--- src/vdt_ram.sv ---
// Generic single-port-write, single-port-read RAM with registered read.
`default_nettype none
module vdt_ram #(
  parameter int WIDTH = 32,
  parameter int DEPTH = 16,
  parameter int AW = (DEPTH > 1) ? $clog2(DEPTH) : 1
) (
  input  wire logic                     clk,
  input  wire logic                     we,
  input  wire logic [AW-1:0]            waddr,
  input  wire logic [WIDTH-1:0]         wdata,
  input  wire logic [AW-1:0]            raddr,
  output logic      [WIDTH-1:0]         rdata
);
  logic [WIDTH-1:0] mem [DEPTH];

  // Write port and registered read port.
  always_ff @(posedge clk) begin
    if (we) begin
      mem[waddr] <= wdata;
    end
    rdata <= mem[raddr];
  end
endmodule
`default_nettype wire

--- config.mk ---
export PLATFORM = sky130hd
export DESIGN_NAME = vdt_ram
export DESIGN_NICKNAME = d
export VERILOG_FILES = /design/src/vdt_ram.sv
export SDC_FILE = /design/constraint.sdc
export NUM_CORES = 1
export LEC_CHECK = 0
export BUFFER_PORTS_ARGS = -buffer_cell sky130_fd_sc_hd__buf_2
export CORE_MARGIN = 1.5
export CORE_UTILIZATION = 50
export CTS_CLUSTER_DIAMETER = 60
export DETAILED_ROUTE_END_ITERATION = 12
export GPL_TIMING_DRIVEN = 1
export PLACE_DENSITY = 0.72
export SETUP_SLACK_MARGIN = 0.2
export SKIP_CTS_REPAIR_TIMING = 1
export SLEW_MARGIN = 20
export SYNTH_ARGS = -nofsm -noshare
export SYNTH_HDL_FRONTEND = slang
export SYNTH_SLANG_ARGS = --single-unit
--- constraint.sdc ---
create_clock -name clk -period 7.2 [get_ports clk]
set_input_delay 0 -clock clk [delete_from_list [all_inputs] [get_ports clk]]
set_output_delay 0 -clock clk [all_outputs]
set_load 0.05 [all_outputs]
---- After elaboration in Yosys (flattened, before gate mapping) ----
Memory sizes are Yosys's and may differ from the RTL's. A register that Yosys moved wholly into a read port is not among the register bits.
Index checks and enable logic that the tools add are counted.
word-level totals
  memories ................................ 1
  bits of input ports ..................... 42
  bits in writable memories ............... 512
  logic and storage cells ................. 3
  register bits after elaboration ......... 0
  output and inout port bits .............. 32
operators by class
  mux-type cells .......................... 2
memories
  memory  depth  width  rd ports  clocked after memory_dff  wr ports  RTL line  source
  mem     16     32     1         1                         1         15        logic [WIDTH-1:0] mem [DEPTH];
operator list
  kind               number
  1-bit two-way mux  2

---- Longest topological paths before layout ----
  depth after elaboration ................. 2
  mapped depth ............................ 5
  mapped depth without buffers ............ 3

---- Worst setup path after synthesis ----
Ideal clock, no wire load.
  path kind ............................... input -> register
  start point ............................. input port waddr[2]
  end point ............................... memory mem[0][0], enable pin
  setup slack ............................. 4.020 ns
  arrival ................................. 2.718 ns
  data required time ...................... 6.739 ns
  stages .................................. 2
  cell sequence ........................... or3b_2 nor3_1
RTL lines
  what             RTL line  source
  start, declared  10        input wire logic [AW-1:0] waddr,
  end, declared    15
Straight into the memory's write port.

---- Worst setup path in the final report ----
  start point ............................. input port waddr[1]
  end point ............................... memory mem[13][16], enable pin
Straight into the memory's write port.

==> results.json <==
{
  "final.setup.tns_ns": 0,
  "p_int_mw": 5.09,
  "core_sq_um": 38900,
  "synth.distinct_cells": 18,
  "cts-root-buf": "clkbuf_16",
  "die_x_um": 202,
  "numCtsBuffers": 52,
  "rr_worst_depth": 3,
  "initial_core_util_pct": 51.0,
  "drive_gt1_share_pct": 30.7,
  "clk_path_buf_depth": 3,
  "io_buffers": 73,
  "cp-startpoint": "waddr[1]",
  "rsz0062_at_grt": "no",
  "drtIter0Drc": 978,
  "die-area_sq_um": 40900,
  "clock-sinks": 544,
  "relSlewSlack_pct": 26.3,
  "p_leak_nw": 7.35,
  "path_clk_slew_ns": 0.06,
  "worst-path-stages": 5,
  "htreeDepth": 2,
  "drtPass1Iterations": 5,
  "tritoncts": "yes",
  "hold_violations": 5,
  "syn_nets": 880,
  "cpPeakStageDelay_ns": 0.70,
  "start_kind": "input pin",
  "fin_worst_skew_ns": 0.0208,
  "viasPerCell": 6.00,
  "hpwl_um": 20700,
  "worstPathArrival_ns": 2.29,
  "wl_um": 40400,
  "hold_slack_ns": -0.0157,
  "cp-end-kind": "flop",
  "tightestPinTransition_ns": 1.11,
  "finalSetupViolations": 0,
  "fin_area_sq_um": 22900,
  "num_io_pins": 74,
  "r2r-start": "mem[11][3]",
  "pre_cts_slack_ns": 4.72,
  "dpl_cell_area_sq_um": 21000,
  "post_drt_wl_per_cell_um": 26.3,
  "syn_inst": 838,
  "crit_required_ns": 7.42,
  "powerDensity_nw_per_um2": 282,
  "p_clk_share_pct": 38.7,
  "antenna_found_initial": 2,
  "p_switching_mw": 1.35,
  "crit_fanout": 17,
  "crit_family": "buffers and inverters",
  "yosys_warnings": 0,
  "ant_nets": 0,
  "r2r-end": "rdata[3]",
  "place_inst": 1410,
  "grt_pass1_vias": 9446,
  "grt_max_degree": 57,
  "min_period_ns": 2.07,
  "yosysSeqAreaShare_pct": 80.7,
  "synth-seq-cells": 544,
  "die_h_um": 202,
  "drv_slew": 0,
  "slowest_stage": "nor2_4",
  "nNetsFinal": 1021,
  "gp_congestion": 0.732,
  "grt.total_usage_pct": 20.4,
  "vdd_drop_max_v": 0.000192,
  "cp_cell_sequence": "dlygate4sd3_1, buf_2, nand2b_1, nor2_4, buf_4",
  "hp-class": "in -> reg",
  "postLayoutCoreUtil_pct": 58.8,
  "vias": 9227,
  "final_cells": 1539,
  "p_total_mw": 6.44,
  "status": "finished, violations left",
  "cp-endpoint": "mem[13][16]",
  "grt_first_pass_wirelength_um": 60600,
  "insertion_delay_ns": 0.57,
  "cap_violations": 0,
  "max_freq_mhz": 483,
  "drc": 0,
  "path_buf_inv": 3,
  "p_sw_share_pct": 21.0,
  "fill_cells": 2766,
  "criticalPathCategory": "in -> reg",
  "violations": "hold timing",
  "syn_area_sq_um": 19900,
  "rows": 72,
  "fin_ws_ns": 5.13,
  "comb_power_share_pct": 5.9,
  "areaGrowthSynthToFinish_pct": 15.2,
  "r2r_setup_slack_ns": 5.85,
  "min_period_over_period_pct": 28.8,
  "overflow": 0,
  "power_frac_seq_pct": 55.4,
  "avgSynthCellArea_sq_um": 23.7
}
power groups by stage:
stage,Combinational [mW],Sequential [mW],Clock (mW)
final,0.383,3.56,2.49
after global routing,0.410,3.57,2.65
after CTS,0.374,3.57,2.54
after detailed placement,0.372,3.63,0
after global placement,0.365,3.63,0
after floorplan,0.170,3.70,0
registers in the layout, summed over array words and instances, names as in the netlist:
name and cells:
mem 512, rdata 32
routing by layer:
metal | wire [um] | vias to the layer above | part of all wire [%] | track usage [%]
li1 | - | 3856 | - | -
met1 | 17500 | 4931 | 43 | 31.0
met2 | 19100 | 370 | 47 | 31.0
met3 | 3020 | 68 | 7.5 | 3.76
met4 | 745 | 2 | 1.8 | 4.95
met5 | 12 | - | 0.030 | 0
cell usage after synthesis:
master    instances  area share, %
edfxtp_1        512             77
mux4_2          128             15
a22oi_1          64            2.4
nand2_1          33           0.62
dfxtp_1          32            3.2
clkbuf_1         17           0.32
nor2_1           13           0.25
buf_4            11           0.42
buf_1             9           0.17
buf_2             4           0.10
nor3_1            4           0.10
buf_6             2           0.11
nand2b_1          2          0.063
nand3b_1          2          0.076
nor2b_1           2          0.063
and2_1            1          0.032
nand3_1           1          0.025
or3b_2            1          0.044
area by class of cell:
class	count	area, sq um	share of cell area, %
Tap cell	518	648	2.83
Clock inverter	19	91.3	0.399
Antenna cell	1	2.50	0.0109
Timing Repair Buffer	130	887	3.88
Multi-Input combinational cell	251	3750	16.4
Clock buffer	76	1470	6.44
Sequential cell	544	16000	70.0
how the worst min path moves through the flow:
| stage | depth (start not counted) | slack (ns) | from | endpoint |
|---|---|---|---|---|
| global route | 2 | 0.0007 | waddr[0] | mem[4][18] |
| CTS | 1 | -0.22 | wdata[6] | mem[15][6] |
| global placement | 1 | 0.37 | wdata[6] | mem[0][6] |
| floorplan | 0 | 0.1 | wdata[0] | mem[0][0] |
| detailed placement | 1 | 0.38 | wdata[29] | mem[8][29] |
| finish | 2 | -0.02 | waddr[0] | mem[4][18] |
kinds of logic (layout without fill, tap and decap cells):
group / count (synthesis) / after routing / synth area share [%]
muxes: 128 / 128 / 14.5
other: 0 / 1 / 0
AOI/OAI and AO/OA: 64 / 64 / 2.42
DFF: 544 / 544 / 80.7
and+or+nand+nor: 59 / 59 / 1.27
buffers and inverters: 43 / 225 / 1.12
cell usage in the layout, fill, tap and decap left out:
| cell type | count |
|---|---|
| a22oi_1 | 64 |
| nand3b_1 | 2 |
| clkbuf_16 | 53 |
| inv_6 | 2 |
| edfxtp_1 | 512 |
| nor3_2 | 4 |
| nand2b_1 | 2 |
| nand2_1 | 33 |
| buf_4 | 25 |
| nand3_1 | 1 |
| nor2_4 | 13 |
| clkinv_2 | 5 |
| dfxtp_1 | 32 |
| buf_2 | 71 |
| mux4_2 | 128 |
| dlygate4sd3_1 | 33 |
| clkinvlp_4 | 1 |
| and2_2 | 1 |
| diode_2 | 1 |
| nor2b_4 | 2 |
| clkbuf_1 | 17 |
| clkbuf_8 | 7 |
| or3b_2 | 1 |
| clkinv_1 | 11 |
Power figures use the tool's default switching activity.
